### config.mk
export PLATFORM = sky130hd
export DESIGN_NAME = stc_lane
export DESIGN_NICKNAME = d
export VERILOG_FILES = /design/src/hw/rtl/stc_pkg.sv /design/src/hw/rtl/stc_lane.sv
export SDC_FILE = /design/constraint.sdc
export NUM_CORES = 2
export LEC_CHECK = 0
export BUFFER_PORTS_ARGS = -buffer_cell sky130_fd_sc_hd__buf_2
export CELL_PAD_IN_SITES_DETAIL_PLACEMENT = 1
export CELL_PAD_IN_SITES_GLOBAL_PLACEMENT = 2
export CORE_UTILIZATION = 47
export DETAILED_ROUTE_END_ITERATION = 16
export GPL_TIMING_DRIVEN = 0
export PLACE_DENSITY = 0.95
export SLEW_MARGIN = 25
export SYNTH_ARGS = -nofsm -noshare
export SYNTH_HDL_FRONTEND = slang
export SYNTH_SLANG_ARGS = --single-unit
export TNS_END_PERCENT = 50
### constraint.sdc
create_clock -name clk -period 17.7 [get_ports clk]
set_input_delay 0.885 -clock clk [delete_from_list [all_inputs] [get_ports clk]]
set_output_delay 0.885 -clock clk [all_outputs]
set_load 0.1 [all_outputs]
### src/hw/rtl/stc_pkg.sv
// ---------------------------------------------------------------------------
// stc_pkg: shared types and constants for the stereo shelf tone control
// Field widths, register indexes, phase codes and the sequencer-to-lane
// control struct.
// ---------------------------------------------------------------------------
package stc_pkg;

  // Fixed field widths
  localparam int COEF_W     = 26;
  localparam int CFG_W      = 52;
  localparam int VOL_W      = 17;
  localparam int SAMPLE_W   = 32;
  localparam int OUT_W      = 31;
  localparam int CFG_ADDR_W = 3;
  localparam int NUM_LANES  = 2;
  localparam int IN_TDATA_W  = 64;
  localparam int OUT_TDATA_W = 64;

  // Parameter defaults
  localparam int DEF_COEF_FRAC_BITS = 23;
  localparam int DEF_HISTORY_WIDTH  = 40;

  // Operand split: low chunk is unsigned, padded to one signed chunk width
  localparam int LO_CHUNK_W = 24;
  localparam int CHUNK_W    = LO_CHUNK_W + 1;
  localparam int VOL_FRAC   = 16;

  // Schedule: two partial products per term, followed by a pipeline drain
  localparam int BQ_ISSUE      = 10;
  localparam int VOL_ISSUE     = 2;
  localparam int PHASE_BQ_LEN  = BQ_ISSUE + 2;
  localparam int PHASE_VOL_LEN = VOL_ISSUE + 2;
  localparam int CNT_LAST      = 2 * PHASE_BQ_LEN + PHASE_VOL_LEN - 1;
  localparam int CNT_W         = 5;

  // Configuration register indexes
  localparam logic [CFG_ADDR_W-1:0] REG_BASS_B0_B1   = 3'd0;
  localparam logic [CFG_ADDR_W-1:0] REG_BASS_B2_A1   = 3'd1;
  localparam logic [CFG_ADDR_W-1:0] REG_BASS_A2      = 3'd2;
  localparam logic [CFG_ADDR_W-1:0] REG_TREBLE_B0_B1 = 3'd3;
  localparam logic [CFG_ADDR_W-1:0] REG_TREBLE_B2_A1 = 3'd4;
  localparam logic [CFG_ADDR_W-1:0] REG_TREBLE_A2    = 3'd5;
  localparam logic [CFG_ADDR_W-1:0] REG_VOLUME       = 3'd6;

  // Processing phases
  localparam logic [1:0] PH_BASS   = 2'd0;
  localparam logic [1:0] PH_TREBLE = 2'd1;
  localparam logic [1:0] PH_VOL    = 2'd2;

  // Term indexes within a biquad
  localparam logic [2:0] TERM_X  = 3'd0;
  localparam logic [2:0] TERM_X1 = 3'd1;
  localparam logic [2:0] TERM_X2 = 3'd2;
  localparam logic [2:0] TERM_Y1 = 3'd3;
  localparam logic [2:0] TERM_Y2 = 3'd4;

  // Control from the sequencer, common to all lanes
  typedef struct packed {
    logic              load;
    logic [1:0]        phase;
    logic [2:0]        term;
    logic              mul_hi;
    logic [COEF_W-1:0] coef;
    logic              acc_first;
    logic              acc_hi;
    logic              fin;
  } lane_ctl_t;

endpackage

### src/hw/rtl/stc_lane.sv
// ---------------------------------------------------------------------------
// stc_lane: one channel's filter core
// History registers, a 26x25 multiplier and an accumulator; runs the low
// shelf, high shelf and volume gain as a sequence of partial products.
// ---------------------------------------------------------------------------
module stc_lane
  import stc_pkg::*;
#(
  parameter int COEF_FRAC_BITS = DEF_COEF_FRAC_BITS,
  parameter int HISTORY_WIDTH  = DEF_HISTORY_WIDTH
) (
  input  logic                       clk,
  input  logic                       rst_n,
  input  lane_ctl_t                  ctl,
  input  logic signed [SAMPLE_W-1:0] x_in,
  output logic signed [OUT_W-1:0]    res
);

  localparam int HW     = HISTORY_WIDTH;
  localparam int HI_W   = HW - LO_CHUNK_W;
  localparam int PROD_W = COEF_W + CHUNK_W;
  localparam int ACC_W  = HW + COEF_W + 3;

  logic signed [SAMPLE_W-1:0] x_r;
  logic signed [HW-1:0]       hist_r [8];
  logic signed [PROD_W-1:0]   prod_r, prod_nxt;
  logic signed [ACC_W-1:0]    acc_r, acc_nxt;
  logic signed [OUT_W-1:0]    res_r;

  logic signed [HW-1:0]      x_ext, src, y_bq;
  logic signed [CHUNK_W-1:0] chunk;
  logic signed [COEF_W-1:0]  coef_s;
  logic signed [ACC_W-1:0]   prod_ext, addend, sh_bq, sh_vol;
  logic signed [OUT_W-1:0]   y_out;

  assign x_ext = {{(HW-SAMPLE_W){x_r[SAMPLE_W-1]}}, x_r};

  // Operand select for the current term
  always_comb begin
    case (ctl.phase)
      PH_BASS: begin
        case (ctl.term)
          TERM_X:  src = x_ext;
          TERM_X1: src = hist_r[0];
          TERM_X2: src = hist_r[1];
          TERM_Y1: src = hist_r[2];
          default: src = hist_r[3];
        endcase
      end
      PH_TREBLE: begin
        case (ctl.term)
          TERM_X:  src = hist_r[2];
          TERM_X1: src = hist_r[4];
          TERM_X2: src = hist_r[5];
          TERM_Y1: src = hist_r[6];
          default: src = hist_r[7];
        endcase
      end
      default: src = hist_r[6];
    endcase
  end

  // Low chunk unsigned, high chunk signed
  assign chunk  = ctl.mul_hi ? {{(CHUNK_W-HI_W){src[HW-1]}}, src[HW-1:LO_CHUNK_W]}
                             : {1'b0, src[LO_CHUNK_W-1:0]};
  assign coef_s = ctl.coef;
  assign prod_nxt = coef_s * chunk;

  // Accumulate registered partial products
  assign prod_ext = {{(ACC_W-PROD_W){prod_r[PROD_W-1]}}, prod_r};
  assign addend   = ctl.acc_hi ? (prod_ext <<< LO_CHUNK_W) : prod_ext;
  assign acc_nxt  = (ctl.acc_first ? '0 : acc_r) + addend;

  // Floor shift and saturation of the finished sum
  assign sh_bq  = acc_r >>> COEF_FRAC_BITS;
  assign sh_vol = acc_r >>> VOL_FRAC;

  always_comb begin
    if ((&sh_bq[ACC_W-1:HW-1]) || !(|sh_bq[ACC_W-1:HW-1]))
      y_bq = sh_bq[HW-1:0];
    else
      y_bq = {sh_bq[ACC_W-1], {(HW-1){~sh_bq[ACC_W-1]}}};
    if ((&sh_vol[ACC_W-1:OUT_W-1]) || !(|sh_vol[ACC_W-1:OUT_W-1]))
      y_out = sh_vol[OUT_W-1:0];
    else
      y_out = {sh_vol[ACC_W-1], {(OUT_W-1){~sh_vol[ACC_W-1]}}};
  end

  // Datapath registers
  always_ff @(posedge clk) begin
    if (ctl.load) x_r <= x_in;
    prod_r <= prod_nxt;
    acc_r  <= acc_nxt;
    if (ctl.fin && ctl.phase == PH_VOL) res_r <= y_out;
  end

  // Filter history
  always_ff @(posedge clk) begin
    if (!rst_n) begin
      for (int i = 0; i < 8; i++) hist_r[i] <= '0;
    end else if (ctl.fin) begin
      unique case (ctl.phase)
        PH_BASS: begin
          hist_r[0] <= x_ext;
          hist_r[1] <= hist_r[0];
          hist_r[2] <= y_bq;
          hist_r[3] <= hist_r[2];
        end
        PH_TREBLE: begin
          hist_r[4] <= hist_r[2];
          hist_r[5] <= hist_r[4];
          hist_r[6] <= y_bq;
          hist_r[7] <= hist_r[6];
        end
        default: ;
      endcase
    end
  end

  assign res = res_r;

endmodule

# After elaboration in Yosys (flattened, before gate mapping)
# Memory sizes are Yosys's and may differ from the RTL's.
# Cells that the tools add are included.
[classes]
addsub = 1
mul = 1
n_eq_ne = 5
muxes = 25
bitwise_logic = 9
reduce_logical = 11
[ops]
columns = ["op", "count"]
rows = [
  ["40-bit two-way mux", 9],
  ["40-bit one-hot mux with 4 select lines", 2],
  ["69-bit two-way mux", 2],
  ["40-bit one-hot mux with 2 select lines", 1],
  ["69-bit adder", 1],
  ["26-bit by 25-bit multiplier with 51-bit output", 1],
  ["31-bit two-way mux", 1],
  ["25-bit two-way mux", 1],
  ["23-bit AND reduction", 1],
  ["23-bit OR reduction", 1],
  ["1-bit two-way mux", 9],
  ["1-bit OR", 8],
  ["7-bit AND reduction", 1],
  ["7-bit OR reduction", 1],
  ["3-bit by 2-bit equality test with 1-bit output, second input constant", 2],
  ["3-bit by 1-bit equality test with 1-bit output, second input constant", 1],
  ["3-bit logical NOT", 1],
  ["2-bit by 1-bit equality test with 1-bit output, second input constant", 1],
  ["2-bit equality test, second input constant", 1],
  ["1-bit logical NOT", 2],
  ["2-bit logical NOT", 1],
  ["1-bit logical OR", 2],
  ["1-bit logical AND", 1],
  ["1-bit NOT", 1],
]
[word_totals]
regBits = 183
mem_bits_rw = 320
inputBits = 70
out_inout_bits = 31
wordCells = 57
memories = 1
[memory_table]
columns = ["memory", "depth", "width", "read_ports", "rd_ports_with_merged_regs", "write_ports", "line_no", "text"]
rows = [
  ["hist_r", 8, 40, 8, 0, 8, "stc_lane.sv:25", "logic signed [HW-1:0] hist_r [8];"],
]

# Logic depth before layout (Yosys ltp)
[logic_depth]
depth_word = 6
mapped_depth = 37
ltp_nobuf = 34

# Worst setup path before layout
# No wires, ideal clock.
[synth_timing]
path_kind = "input -> register"
startpoint = "input port ctl[30] (netlist bit)"
endpoint = "register prod_r[50]"
setup_ns = 0.120
arrival_ns = 8.584
required_time_ns = 17.580
path_slack_ns = 8.997
stages = 30
path_buffers = 4
path_cell_list = "buf_4 buf_2 mux4_2 nand2_1 a31oi_1 a21oi_1 clkbuf_1 nor2b_1 fa_1 fa_1 inv_1 fa_1 inv_1 fa_1 fa_1 fa_1 inv_1 fa_1 inv_1 ha_1 clkbuf_1 nand4_1 or3_1 nor3b_1 o211ai_1 nand2_1 a41o_1 a221oi_2 o2111a_1 a211o_1"
[synth_between]
elab_chain_len = 5
elab_cells_between_ends = 9
classes_between = "mul (1); eq/ne (3); mux (4); reduce/logical (1)"
[synth_lines]
columns = ["item", "line_no", "text"]
rows = [
  ["start: declaration", "stc_lane.sv:14", "input lane_ctl_t ctl,"],
  ["3-bit by 2-bit equality test with 1-bit output (tied with other cells)", "stc_lane.sv:42, stc_lane.sv:51", ""],
  ["40-bit one-hot mux with 4 select lines, on equally long branches", "stc_lane.sv:51, stc_lane.sv:42", ""],
  ["40-bit one-hot mux with 2 select lines (*)", "stc_lane.sv:40", "case (ctl.phase)"],
  ["25-bit two-way mux (*)", "stc_lane.sv:64", "assign chunk = ctl.mul_hi ? {{(CHUNK_W-HI_W){src[HW-1]}}, src[HW-1:LO_CHUNK_W]}"],
  ["26-bit by 25-bit multiplier with 51-bit output (*)", "stc_lane.sv:67", "assign prod_nxt = coef_s * chunk;"],
  ["named net prod_nxt[50]", "stc_lane.sv:26", "logic signed [PROD_W-1:0] prod_r, prod_nxt;"],
  ["end signal: assignment", "stc_lane.sv:92", "prod_r <= prod_nxt;"],
  ["end: declaration", "stc_lane.sv:26", ""],
]
# The timed path passes the listed nets; every way through them passes the cells marked *.
# A chain may end at the register's enable or synchronous reset.

# Worst setup path in the final report
[layout_timing]
startpoint = "input port ctl[32] (netlist bit)"
endpoint = "register prod_r[47]"
# The elaborated chain is that of the path after synthesis.

==> impl_metrics.py <==
metrics = {
    "outcome": {
        "outcome": "completed",
    },
    "worst_setup_path": {
        "cp.required_ns": 18.15,
        "reg2reg_slack_ns": 6.67,
        "path_max_fanout": 10,
        "critPathKind": "input pin to flop",
        "r2r_end": "prod_r[47]",
        "critPathCaptureType": "flop",
        "max_stage_delay_ns": 0.81,
        "r2r_cells": 31,
        "cp_slowest_cell": "clkbuf_1",
        "worstPathArrival_ns": 12.14,
        "start_kind": "input pin",
        "rr_startpoint": "x_r[31]",
        "crit_path_frequent_cell": "fa_1",
    },
    "clocking": {
        "post_cts_buffers": 0,
        "clk_latency_ns": 0.63,
        "cts_resized": 0,
        "clockBufferDepth": 3,
        "postCtsHoldBufs": 0,
        "cts.htree.levels": 2,
        "cts.sinks": 487,
        "cts_buffers": 48,
        "tritoncts": "done",
        "clkTransAtPathRegs_ns": 0.07,
        "cts-root-buf": "clkbuf_16",
    },
    "sta": {
        "fmax_mhz": 85.5,
        "worst_pin_slew_ns": 1.09,
        "finalHoldViolations": 0,
        "period_needed_ns": 11.70,
        "rsz0062_at_grt": "false",
        "setup_violations": 0,
        "min_period_over_period_pct": 66.1,
        "fin_skew_ns": 0.0338,
        "drv_slew": 0,
        "relSlewSlack_pct": 27.2,
        "finalSetupTns_ns": 0,
    },
    "logic_synthesis": {
        "synth_fa_ha_area_share_pct": 33.8,
        "synth_seq_cells": 487,
        "synth_top_area_share_pct": 28.3,
        "yosys.area.top_type": "fa_1",
        "avgSynthCellArea_um2": 10.1,
        "ys_seq_area_share_pct": 27.9,
        "synth_ff_type": "edfxtp_1",
        "synth_top_family_by_area": "adder cells",
        "synth_compound_area_share_pct": 9.04,
        "synth_area_um2": 48200,
        "muxShareOfSynthArea_pct": 3.28,
        "synth_area_leaders": "fa_1 28%, edfxtp_1 23%, inv_1 5.7%",
        "ys_async_sr_fraction_pct": 0,
        "ys_types": 92,
        "synth_xor_area_share_pct": 2.25,
        "synth-edff-count": 367,
        "synth_most_common_cell": "inv_1",
        "synthCells": 4753,
        "syn_nets": 5716,
        "synth_warnings": 0,
        "synth_top_cells_by_count": "737 x inv_1, 682 x fa_1, 566 x nand2_1, 418 x and2_1, 367 x edfxtp_1",
        "yosys.area_share.simple_pct": 15.8,
    },
    "detailed_routing": {
        "firstDrtPassIters": 5,
        "drt-initial-drc-count": 3472,
        "routed.top_layer": "met5",
        "viasPerCell": 5.86,
        "wire_per_inst_um": 27.0,
        "drcViolationCount": 0,
        "met1_length_um": 67100,
        "num_vias": 37100,
        "drtAntennaViolNets": 0,
        "wl_met3_um": 14900,
        "wl_um": 171000,
        "met2_length_um": 78900,
    },
    "die": {
        "initial_core_util_pct": 47.3,
        "num_rows": 117,
        "fp.dieH_um": 322,
        "die-width_um": 322,
        "dieArea_um2": 104000,
        "io_pins": 101,
        "core_area_um2": 102000,
    },
    "hold_path": {
        "hold_path_startpoint": "x_in[13]",
        "whs_endpoint": "x_r[13]",
        "min_path_cells": 1,
        "hp-class": "input pin to flop",
    },
    "cells_and_area": {
        "final_nets": 5876,
        "drive_gt1_share_pct": 7.47,
        "final_util_pct": 51.6,
        "areaGrowthSynthToFinish_pct": 8.88,
    },
    "run": {
        "maxCapViolCount": 0,
    },
    "global_route": {
        "grt_pass1_wl_um": 255000,
        "grt_overflow_total": 0,
        "antenna_found_initial": 16,
        "grt_usage_pct": 33.5,
        "grt_max_degree": 55,
        "grt_pass1_vias": 40300,
    },
    "place": {
        "port_buffers": 97,
        "dp_hpwl_um": 137000,
        "gp_congestion": 0.966,
    },
}
[state kept, by name (all words and copies together), names as in the netlist]
signal / cells
prod_r: 51
hist_r: 304
res: 31
x_r: 32
acc_r: 69
[layer usage]
metal  vias to the layer above  GRT usage, %
met3                       475          5.73
met2                      1873          53.0
li1                      15600             -
met4                         6          17.4
met5                         -             0
met1                     19100          44.2
[area by class of cell]
type / count / area (um^2)
antenna: 6 / 15.0
buffer: 253 / 1080
clock buffer: 63 / 1360
clock inverter: 27 / 360
fill: 11300 / 49300
inverter: 738 / 2770
multi-input combinational: 3275 / 31000
sequential: 487 / 13400
tap: 1368 / 1710
timing repair buffer: 110 / 736
[logic make-up after synthesis]
kind of cell / Yosys count
flops: 487
fa+ha+maj: 893
simple gates: 1492
buf+inv: 991
xor+xnor: 124
compound gates: 663
mux: 103
[metrics by stage]
step	hold WS, ns	setup slack (ns)	instance area [um^2]	std cells
3_3_place_gp	0.524	5.36	50400	6218
4_1_cts	0.419	6.42	52400	6321
6_report	0.431	6.00	52500	6327
2_1_floorplan	0.518	9.00	48200	4753
3_5_place_dp	0.537	5.82	50700	6231
5_1_grt	0.433	5.89	52400	6321
[worst max-delay path by stage]
stage,endpoint,cells after the start,startpoint,slack (ns)
2_1_floorplan,prod_r[50],30,ctl[30],9.00
4_1_cts,prod_r[50],32,ctl[32],6.42
5_1_grt,prod_r[47],31,ctl[32],5.89
6_report,prod_r[47],31,ctl[32],6.00
3_3_place_gp,prod_r[47],33,ctl[32],5.36
3_5_place_dp,prod_r[50],32,ctl[32],5.82
[critical path, delay by kind of cell]
| kind | cells | cell delay (ns) |
|---|---|---|
| adder cells (fa/ha/maj) | 8 | 3.79 |
| AND/OR/NAND/NOR | 6 | 1.58 |
| AO/OA/AOI/OAI | 7 | 2.28 |
| buffers and inverters | 10 | 3.56 |
[cells in the final DEF (no fill, tap or decap), drive strengths merged, types with 41 or more instances in the layout]
| cell | count |
|---|---|
| a21o | 68 |
| dfxtp | 120 |
| fa | 682 |
| mux4 | 41 |
| clkbuf | 262 |
| a21oi | 163 |
| a21boi | 44 |
| a221oi | 43 |
| xnor2 | 88 |
| buf | 163 |
| inv | 741 |
| edfxtp | 367 |
| nor2b | 202 |
| nand2 | 566 |
| nor2 | 139 |
| ha | 211 |
| o21ai | 188 |
| and2 | 422 |
Power is left out: the tool's default activity adds up to more than one toggle a clock period on the data nets, which glitch-free logic cannot reach.
