$ cat src/hw/rtl/stc_pkg.sv
// ---------------------------------------------------------------------------
// stc_pkg: shared types and constants for the stereo shelf tone control
// Field widths, register indexes, phase codes and the sequencer-to-lane
// control struct.
// ---------------------------------------------------------------------------
package stc_pkg;

  // Fixed field widths
  localparam int COEF_W     = 26;
  localparam int CFG_W      = 52;
  localparam int VOL_W      = 17;
  localparam int SAMPLE_W   = 32;
  localparam int OUT_W      = 31;
  localparam int CFG_ADDR_W = 3;
  localparam int NUM_LANES  = 2;
  localparam int IN_TDATA_W  = 64;
  localparam int OUT_TDATA_W = 64;

  // Parameter defaults
  localparam int DEF_COEF_FRAC_BITS = 23;
  localparam int DEF_HISTORY_WIDTH  = 40;

  // Operand split: low chunk is unsigned, padded to one signed chunk width
  localparam int LO_CHUNK_W = 24;
  localparam int CHUNK_W    = LO_CHUNK_W + 1;
  localparam int VOL_FRAC   = 16;

  // Schedule: two partial products per term, followed by a pipeline drain
  localparam int BQ_ISSUE      = 10;
  localparam int VOL_ISSUE     = 2;
  localparam int PHASE_BQ_LEN  = BQ_ISSUE + 2;
  localparam int PHASE_VOL_LEN = VOL_ISSUE + 2;
  localparam int CNT_LAST      = 2 * PHASE_BQ_LEN + PHASE_VOL_LEN - 1;
  localparam int CNT_W         = 5;

  // Configuration register indexes
  localparam logic [CFG_ADDR_W-1:0] REG_BASS_B0_B1   = 3'd0;
  localparam logic [CFG_ADDR_W-1:0] REG_BASS_B2_A1   = 3'd1;
  localparam logic [CFG_ADDR_W-1:0] REG_BASS_A2      = 3'd2;
  localparam logic [CFG_ADDR_W-1:0] REG_TREBLE_B0_B1 = 3'd3;
  localparam logic [CFG_ADDR_W-1:0] REG_TREBLE_B2_A1 = 3'd4;
  localparam logic [CFG_ADDR_W-1:0] REG_TREBLE_A2    = 3'd5;
  localparam logic [CFG_ADDR_W-1:0] REG_VOLUME       = 3'd6;

  // Processing phases
  localparam logic [1:0] PH_BASS   = 2'd0;
  localparam logic [1:0] PH_TREBLE = 2'd1;
  localparam logic [1:0] PH_VOL    = 2'd2;

  // Term indexes within a biquad
  localparam logic [2:0] TERM_X  = 3'd0;
  localparam logic [2:0] TERM_X1 = 3'd1;
  localparam logic [2:0] TERM_X2 = 3'd2;
  localparam logic [2:0] TERM_Y1 = 3'd3;
  localparam logic [2:0] TERM_Y2 = 3'd4;

  // Control from the sequencer, common to all lanes
  typedef struct packed {
    logic              load;
    logic [1:0]        phase;
    logic [2:0]        term;
    logic              mul_hi;
    logic [COEF_W-1:0] coef;
    logic              acc_first;
    logic              acc_hi;
    logic              fin;
  } lane_ctl_t;

endpackage

$ cat src/hw/rtl/stc_merge.sv
// ---------------------------------------------------------------------------
// stc_merge: output stage
// Packs the left and right lane results into one output beat and holds it
// until the downstream side takes it.
// ---------------------------------------------------------------------------
module stc_merge
  import stc_pkg::*;
(
  input  logic                    clk,
  input  logic                    rst_n,
  input  logic                    push,
  input  logic [OUT_W-1:0]        left_res,
  input  logic [OUT_W-1:0]        right_res,
  output logic                    push_ok,
  output logic                    out_tvalid,
  input  logic                    out_tready,
  output logic [OUT_TDATA_W-1:0]  out_tdata
);

  logic                   valid_r;
  logic [OUT_TDATA_W-1:0] data_r;

  // Slot is free when empty or being drained this cycle
  assign push_ok = !valid_r || out_tready;

  always_ff @(posedge clk) begin
    if (!rst_n) valid_r <= 1'b0;
    else if (push) valid_r <= 1'b1;
    else if (out_tready) valid_r <= 1'b0;
  end

  always_ff @(posedge clk) begin
    if (push) data_r <= {{(OUT_TDATA_W-2*OUT_W){1'b0}}, right_res, left_res};
  end

  assign out_tvalid = valid_r;
  assign out_tdata  = data_r;

endmodule

$ cat config.mk
export PLATFORM = sky130hd
export DESIGN_NAME = stc_merge
export DESIGN_NICKNAME = d
export VERILOG_FILES = /design/src/hw/rtl/stc_pkg.sv /design/src/hw/rtl/stc_merge.sv
export SDC_FILE = /design/constraint.sdc
export NUM_CORES = 1
export LEC_CHECK = 0
export BUFFER_PORTS_ARGS = -buffer_cell sky130_fd_sc_hd__buf_4
export CORE_MARGIN = 2
export CORE_UTILIZATION = 42
export CTS_BUF_LIST = sky130_fd_sc_hd__clkbuf_8
export CTS_CLUSTER_SIZE = 25
export DETAILED_ROUTE_END_ITERATION = 10
export GPL_TIMING_DRIVEN = 0
export PLACE_DENSITY = 0.81
export SETUP_SLACK_MARGIN = 0.5
export SLEW_MARGIN = 40
export SYNTH_ARGS = -nofsm -noshare
export SYNTH_HDL_FRONTEND = slang
export SYNTH_SLANG_ARGS = --single-unit
$ cat constraint.sdc
create_clock -name clk -period 0.8 [get_ports clk]
set_input_delay 0.12 -clock clk [delete_from_list [all_inputs] [get_ports clk]]
set_output_delay 0.12 -clock clk [all_outputs]
set_load 0.05 [all_outputs]
# Word-level counts from Yosys, hierarchy flattened
# Index checks and enable logic that the tools add are counted.
[word_totals] regBits=63 in_bits=66 output_inout_bits=66 elab_cells=7
[classes] mux=2 n_reduce_logical=3
[op_table] operator="$mux W1" count=2
[op_table] operator="$reduce_bool A2 Y1" count=1
[op_table] operator="$logic_not A1 Y1" count=1
[op_table] operator="$logic_or A1 B1 Y1" count=1

# Logic depth before layout (Yosys ltp)
# Gate-level depths: netlist of the first run.
[depth] depth_word=2 mapped_depth=2

# Least setup slack after synthesis of the first run
# OpenSTA, ideal clock, no wires.
[synth_timing] kind="reg-to-reg" startpoint="reg, netlist name out_tvalid" endpoint="reg valid_r (netlist: out_tvalid)" setup_ns=0.067 arrival_ns=1.037 required_time_ns=0.733 slack_ns=-0.304 path_stages_with_launch=3 path_buffers=0 cell_sequence="dfxtp_1 > nand2b_4 > a21boi_2"
[synth_lines] item="end signal: assignment" line="stc_merge.sv:27" source="if (!rst_n) valid_r <= 1'b0;"
[synth_lines] item="end signal: assignment" line="stc_merge.sv:28" source="else if (push) valid_r <= 1'b1;"
[synth_lines] item="end signal: assignment" line="stc_merge.sv:29" source="else if (out_tready) valid_r <= 1'b0;"
[synth_lines] item="end: declaration" line="stc_merge.sv:20" source="logic valid_r;"

# Worst setup path in the final report of the first run
[layout_timing] startpoint="reg valid_r (netlist: out_tvalid)" endpoint="out push_ok"
[layout_via] elab_chain_len=2
[layout_lines] item="$logic_not A1 Y1" line="stc_merge.sv:24" source="assign push_ok = !valid_r || out_tready;"
[layout_lines] item="$logic_or A1 B1 Y1" line="stc_merge.sv:24"
[layout_lines] item="end: declaration" line="stc_merge.sv:14" source="output logic push_ok,"
# Every way passes these cells.

==> flow_metrics.tcl, run 1 <==
set metrics [dict create \
    status "complete, but fails checks" \
    failed_checks "hold timing, setup timing" \
    antenna_found_initial 0 \
    cts_tree "yes" \
    total_power_mw 8.101 \
    hp-class "in2reg" \
    io_pins 132 \
    hp-start "right_res[30]" \
    top_usage_layer "met2" \
    syn-cell-area_sq_um 1929 \
    r2r_slack_ns -0.08 \
    post_drt_wl_per_cell_microns 17.49 \
    grt_max_degree 33 \
    min_period_over_period_pct 129.2 \
    yosysSeqAreaShare_pct 97.54 \
    met3_usage_pct 13.36 \
    min_period_ns 1.034 \
    grtUsageMet2_pct 31.28 \
    htreeDepth 3 \
    cts_root_buf "clkbuf_8" \
    cts_buffer_depth 2 \
    die_w_microns 71.78 \
    cts_sinks 63 \
    yosys_warnings 0 \
    placed_cell_area_sq_um 2970 \
    grt_overflow 0 \
    r2r_start "out_tvalid" \
    coreArea_sq_um 4384 \
    die_y_microns 71.78 \
    p_per_area_nw_per_um2 2356 \
    rsz0062_at_grt "yes" \
    drive_above_1_share_pct 68.81 \
    firstDrtPassIters 3 \
    io_buffers 129 \
    finalHoldViolCount 62 \
    grt_pass1_wl_mm 6.617 \
    ant_nets 0 \
    grt_pass1_vias 1379 \
    num_vias 1230 \
    design_area_sq_um 3438 \
    ys_seq_elements 63 \
    worst-r2r-cell-count 4 \
    clock_latency_ns 0.32 \
    met1_usage_pct 16.67 \
    n_antenna_cell 0 \
    post_drt_via_cell_ratio 4.556 \
    fill_cells 246 \
    r2r-end "out_tvalid" \
    start_util_pct 44.01 \
    vdd_drop_max_mv 2.187 \
    clkTransAtPathRegs_ns 0.07 \
    drt_iter0_markers 60 \
    area_growth_pct 78.21 \
    gp_congestion 0.6898 \
    critPathKind "reg2out" \
    leakage_nw 1.473 \
    drc 0 \
    syn_area_per_cell_sq_um 27.96 \
    setup_viol 65 \
    synth_cells 69 \
    ys_types 7 \
    postLayoutCoreUtil_pct 78.42 \
    crit_path_start_kind "flop" \
    min_to "out_tdata[61]" \
    nets 279 \
    worstHoldPathCells 1 \
    numCtsBuffers 9 \
    wl_mm 4.721 \
    die-area_sq_um 5152 \
    cp-end-kind "output port" \
    hpwlAfterDp_mm 3.113 \
    setup-tns-final_ns -12.22 \
    max_freq_mhz 967.3 \
    grt.total_usage_pct 18.82 \
    skew_ns 0 \
    crit_fanout 2 \
    cp.required_ns 0.68 \
    drv_slew 0 \
    fin_ws_ns -0.2338 \
    drv_cap 0 \
    rows 24 \
    worstSetupStartpoint "out_tvalid" \
    arrival_ns 0.91 \
    holdWs_ns -0.03485 \
]
==> report_power, final <==
group          switching [mW]  total [mW]  leakage (nW)  internal [mW]
clock                    1.14        2.21        0.0926           1.07
sequential              0.119        4.04         0.616           3.92
combinational            1.14        1.85         0.765          0.713
total                    2.40        8.10          1.47           5.70
==> sequential cells by signal, summed over array words and instances (netlist names) <==
register / cells
out_tdata: 62
out_tvalid: 1
==> final cells by class <==
cell class / instances / area (sq um) / share of cell area (%)
clock inverter: 7 / 33.78 / 0.9825
inverter: 1 / 3.754 / 0.1092
multi-input combinational: 4 / 32.53 / 0.9461
timing repair buffer: 132 / 1279 / 37.19
buffer: 2 / 15.01 / 0.4367
tap: 52 / 65.06 / 1.892
clock buffer: 9 / 123.9 / 3.603
sequential: 63 / 1886 / 54.84
==> through the flow <==
stage	setup WS (ns)	std cells
floorplan	0.01581	70
global placement	-0.2965	251
detailed placement	-0.3141	251
CTS	-0.2336	269
global route	-0.2621	270
finish	-0.2338	270
==> cell usage in the layout, fill, tap and decap left out <==
| cell | count |
|---|---|
| dfxtp_4 | 1 |
| clkinv_2 | 3 |
| nand2b_4 | 1 |
| buf_8 | 2 |
| inv_1 | 4 |
| a21boi_2 | 1 |
| buf_6 | 62 |
| clkinvlp_4 | 1 |
| edfxtp_1 | 62 |
| buf_4 | 68 |
| clkbuf_8 | 9 |
| buf_16 | 2 |
| conb_1 | 2 |
==> worst max-delay path: stages (launching register included) <==
cell and delay [ns]:
dfxtp_4 0.36, nand2b_4 0.08, buf_8 0.15
==> worst max path at each step <==
stage	to	cells after the start
2_1_floorplan	out_tvalid	2
3_3_place_gp	out_tdata[58]	1
3_5_place_dp	out_tdata[0]	1
4_1_cts	out_tdata[8]	1
5_1_grt	push_ok	2
6_report	push_ok	2
==> logic make-up (layout without fill, tap and decap cells) <==
family,count (synthesis),after routing,synth area share [%]
and+or+nand+nor,1,1,0.7132
other,1,2,0.1944
buffers and inverters,3,151,0.9723
AOI/OAI and AO/OA,1,1,0.5836
DFF,63,63,97.54
==> repair_timing <==
item	CTS	global route
resized for setup	70	1
endpoints found under the hold margin	62	62
buffers inserted	1	1
setup endpoints to repair	127	65
cloned	1	0
pin swaps	0	0
==> Yosys cell counts <==
library cell   n  area share (%)
inv_1          1            0.19
dfxtp_1        1             1.0
conb_1         1            0.19
a21boi_2       1            0.58
buf_4          2            0.78
nand2b_4       1            0.71
edfxtp_1      62              96
==> layer usage <==
metal | wire length (microns) | vias up
met5 | 0 | -
li1 | - | 555
met2 | 2494 | 80
met3 | 756 | 7
met4 | 78 | 0
met1 | 1392 | 588
Power figures use the tool's default switching activity.
==> run 2, diff against run 1 <==
Settings changed: CORE_MARGIN 2 to unset.
==> flow_metrics.tcl, run 2 (synthesis results as in run 1) <==
set metrics [dict create \
    status "complete, but fails checks" \
    failed_checks "hold timing, setup timing" \
    post_drt_wl_per_cell_microns 19.94 \
    rows 24 \
    design_area_sq_um 3460 \
    numCtsBuffers 9 \
    crit_fanout 1 \
    largest_register_ffs 62 \
    cts_buffer_depth 2 \
    grt_max_degree 33 \
    layout_common_cells "66 x buf_4, 62 x edfxtp_1, 62 x buf_6" \
    leakage_nw 1.464 \
    arrival_ns 0.93 \
    min_period_over_period_pct 131.2 \
    num_vias 1257 \
    die-area_sq_um 4869 \
    die_w_microns 69.78 \
    setup_viol 64 \
    drt_iter0_markers 76 \
    cts_tree "yes" \
    start_util_pct 44.01 \
    n_antenna_cell 0 \
    antenna_found_initial 0 \
    cp-end-kind "output port" \
    skew_ns 0 \
    crit_path_start_kind "flop" \
    coreArea_sq_um 4384 \
    placed_cell_area_sq_um 2970 \
    critPathKind "reg2out" \
    fin_ws_ns -0.2498 \
    max_freq_mhz 952.6 \
    postLayoutCoreUtil_pct 78.91 \
    rsz0062_at_grt "yes" \
    grt.total_usage_pct 23.26 \
    vdd_drop_max_mv 2.124 \
    critPathTopFamily "flip-flops" \
    drv_slew 0 \
    dp_slack_ns -0.3264 \
    htreeDepth 3 \
    setup-tns-final_ns -12.68 \
    clock_latency_ns 0.32 \
    finalHoldViolCount 62 \
    ant_nets 0 \
    min_period_ns 1.050 \
    grt_overflow 0 \
    wl_mm 5.343 \
    firstDrtPassIters 4 \
    holdWs_ns -0.03155 \
    final_common_cell "buf_4" \
    fill_cells 229 \
    crit_slowest_cell "edfxtp_1" \
    critical_path.max_stage_delay_ns 0.42 \
    grt_pass1_wl_mm 7.803 \
    clkTransAtPathRegs_ns 0.07 \
    io_pins 132 \
    die_y_microns 69.78 \
    hp-class "in2reg" \
    cp.required_ns 0.68 \
    path_cells "buf_6" \
    io_buffers 129 \
    cts_setup_buffers 0 \
    drv_cap 0 \
    drc 0 \
    grt_pass1_vias 1461 \
    p_per_area_nw_per_um2 2471 \
    worst-path-buf-inv 1 \
    post_drt_via_cell_ratio 4.690 \
    gp_congestion 0.6790 \
    cts_sinks 63 \
    cts_root_buf "clkbuf_8" \
    area_growth_pct 79.31 \
    nets 277 \
    drive_above_1_share_pct 68.98 \
    r2r_slack_ns 0.16 \
]
run 2: power breakdown:
group | switching [mW] | total, mW | internal [mW]
clock network | 1.22 | 2.64 | 1.41
registers | 0.129 | 4.05 | 3.92
logic | 1.16 | 1.87 | 0.711
run 2: layout make-up:
type	count	area, sq um	area share, %
Sequential cell	63	1886	54.50
Tap cell	52	65.06	1.881
Clock inverter	7	65.06	1.881
Multi-Input combinational cell	4	32.53	0.9403
Clock buffer	9	123.9	3.580
Timing Repair Buffer	130	1269	36.67
Buffer	2	15.01	0.4340
Inverter	1	3.754	0.1085
run 2: final timing paths:
| path | from | to | depth (start not counted) |
|---|---|---|---|
| max | out_tdata[24] | out_tdata[24] | 1 |
| max reg2reg | out_tvalid | out_tvalid | 2 |
| min reg2reg | out_tvalid | out_tvalid | 2 |
| min | left_res[6] | out_tdata[6] | 1 |
run 2: layer usage:
layer | vias to the layer above | track usage (%) | share of wire, %
li1 | 554 | - | -
met3 | 12 | 15.12 | 13
met5 | - | 0 | 0
met4 | 0 | 10.89 | 2.8
met2 | 84 | 40.28 | 54
met1 | 607 | 20.56 | 30
run 2: timing repair:
| action | in CTS | in global routing |
|---|---|---|
| gates cloned | 1 | 0 |
| hold endpoints to repair | 62 | 62 |
| gates resized for setup | 70 | 2 |
| endpoints found under the setup margin | 127 | 65 |
run 2: metrics by stage:
| step | total power [mW] | instances | hold slack (ns) |
|---|---|---|---|
| 2_1_floorplan | 5.018 | 70 | 0.2189 |
| 3_3_place_gp | 5.688 | 251 | 0.2980 |
| 3_5_place_dp | 5.719 | 251 | 0.2993 |
| 4_1_cts | 8.525 | 268 | -0.04619 |
| 5_1_grt | 8.786 | 268 | -0.05763 |
| 6_report | 8.549 | 268 | -0.03155 |
==> run 3, diff against run 2 <==
Settings changed: BUFFER_PORTS_ARGS -buffer_cell sky130_fd_sc_hd__buf_4 to -buffer_cell sky130_fd_sc_hd__buf_2.
==> flow_metrics.tcl, run 3 (synthesis results as in run 1) <==
set metrics [dict create \
    holdWs_ns -0.04153 \
    clock_latency_ns 0.33 \
    setup_viol 64 \
    gp_congestion 0.7118 \
    p_per_area_nw_per_um2 2481 \
    worst-path-buf-inv 1 \
    critical_path.max_stage_delay_ns 0.43 \
    area_growth_pct 70.04 \
    io_buffers 129 \
    placed_cells 251 \
    arrival_ns 0.94 \
    vdd_drop_max_mv 1.685 \
    post_drt_wl_per_cell_microns 18.64 \
    coreArea_sq_um 4384 \
    hp-start "left_res[18]" \
    start_util_pct 44.01 \
    swShare_pct 30.79 \
    clkPwrFrac_pct 28.4 \
    critPathTopFamily "flip-flops" \
    crit_fanout 1 \
    grt_pass1_vias 1480 \
    cts_tree "yes" \
    grt_max_degree 33 \
    crit_path_start_kind "flop" \
    htreeDepth 3 \
    r2r-end "out_tvalid" \
    antenna_found_initial 0 \
    cts_root_buf "clkbuf_8" \
    critPathKind "reg2out" \
    drt_iter0_markers 61 \
    rows 24 \
    grt_overflow 0 \
    fin_ws_ns -0.2624 \
    cts_sinks 63 \
    grt.total_usage_pct 21.43 \
    fill_cells 255 \
    drive_above_1_share_pct 69.12 \
    drc 0 \
    cp-end-kind "output port" \
    max_freq_mhz 941.3 \
    drv_slew 0 \
    ant_nets 0 \
    min_period_ns 1.062 \
    cts_buffer_depth 2 \
    r2r_start "out_tvalid" \
    crit_slowest_cell "edfxtp_1" \
    grt_pass1_wl_mm 7.293 \
    n_antenna_cell 0 \
    failed_checks "hold timing, setup timing" \
    rsz0062_at_grt "yes" \
    r2r_slack_ns 0.06 \
    die_w_microns 69.78 \
    worstHoldPathCells 1 \
    path_cells "buf_6" \
    status "complete, but fails checks" \
    nets 278 \
    post_drt_via_cell_ratio 4.639 \
    numCtsBuffers 9 \
    skew_ns 0 \
    die-area_sq_um 4869 \
    leakage_nw 1.398 \
    hp-class "in2reg" \
    layout_common_cells "64 x buf_2, 63 x buf_6, 62 x edfxtp_1" \
    min_period_over_period_pct 132.8 \
    min_to "out_tdata[18]" \
    finalHoldViolCount 62 \
    drv_cap 0 \
    intPower_mw 5.634 \
    worst-r2r-cell-count 3 \
    clkTransAtPathRegs_ns 0.08 \
    die_y_microns 69.78 \
    firstDrtPassIters 4 \
    wl_mm 5.013 \
    io_pins 132 \
    largest_register_ffs 62 \
    num_vias 1248 \
    cp.required_ns 0.68 \
    p_seq_share_pct 49.8 \
    switching_power_mw 2.506 \
    combinationalPowerShare_pct 21.8 \
    instances_no_fill 269 \
    final_common_cell "buf_2" \
]
run 3: cell types whose count changed in the layout (fill, tap and decap cells not counted):
| cell | delta |
|---|---|
| buf_8 | +1 |
| inv_1 | -1 |
| buf_6 | +1 |
| buf_4 | -64 |
| clkinv_1 | +1 |
| clkinv_2 | +1 |
| buf_2 | +64 |
| buf_12 | -1 |
| bufinv_16 | -1 |
run 3: power by group through the flow:
stage / Combinational [mW] / Clock, mW / Sequential [mW]
floorplan: 0.0466 / 0 / 4.97
global placement: 1.40 / 0 / 4.03
detailed placement: 1.42 / 0 / 4.05
CTS: 1.76 / 2.32 / 4.04
global route: 1.82 / 2.50 / 4.07
finish: 1.78 / 2.31 / 4.05
run 3: cell type report:
cell class	instances	area [sq um]	area share (%)
buffer	2	15.01	0.4577
clock buffer	9	123.9	3.776
clock inverter	7	40.04	1.220
inverter	1	3.754	0.1144
multi-input combinational	4	32.53	0.9916
sequential	63	1886	57.48
tap	52	65.06	1.983
timing repair buffer	131	1115	33.98
run 3: timing repair:
item / CTS / global route
cloned: 1 / 0
setup endpoints to repair: 127 / 65
setup buffers: 0 / 1
endpoints found under the hold margin: 62 / 62
gates resized for setup: 134 / 2
pin swaps: 0 / 1
run 3: worst max-delay path by stage:
stage | start | endpoint | slack [ns] | cells past startpoint
floorplan | out_tvalid | out_tvalid | 0.02 | 2
global placement | push | out_tdata[16] | -0.68 | 1
detailed placement | push | out_tvalid | -0.33 | 3
CTS | out_tdata[41] | out_tdata[41] | -0.25 | 1
global route | out_tdata[32] | out_tdata[32] | -0.27 | 1
finish | out_tdata[22] | out_tdata[22] | -0.26 | 1
run 3: per-layer routing:
layer	vias to the layer above	global-route usage (%)	share of wire, %
met3	10	12.50	11
met2	87	37.71	56
met1	594	19.27	31
met5	-	0	0
li1	557	-	-
met4	0	10.22	1.8
run 3: per-stage QoR:
step	utilization [%]	setup TNS (ns)	setup slack [ns]	total power, mW	cell area, sq um
floorplan	-	0	0.01581	5.018	1937
global placement	60.39	-43.00	-0.6847	5.435	2648
detailed placement	60.45	-20.40	-0.3261	5.469	2650
CTS	74.49	-13.51	-0.2470	8.121	3266
global route	74.83	-15.24	-0.2705	8.390	3281
finish	74.83	-13.22	-0.2624	8.140	3281
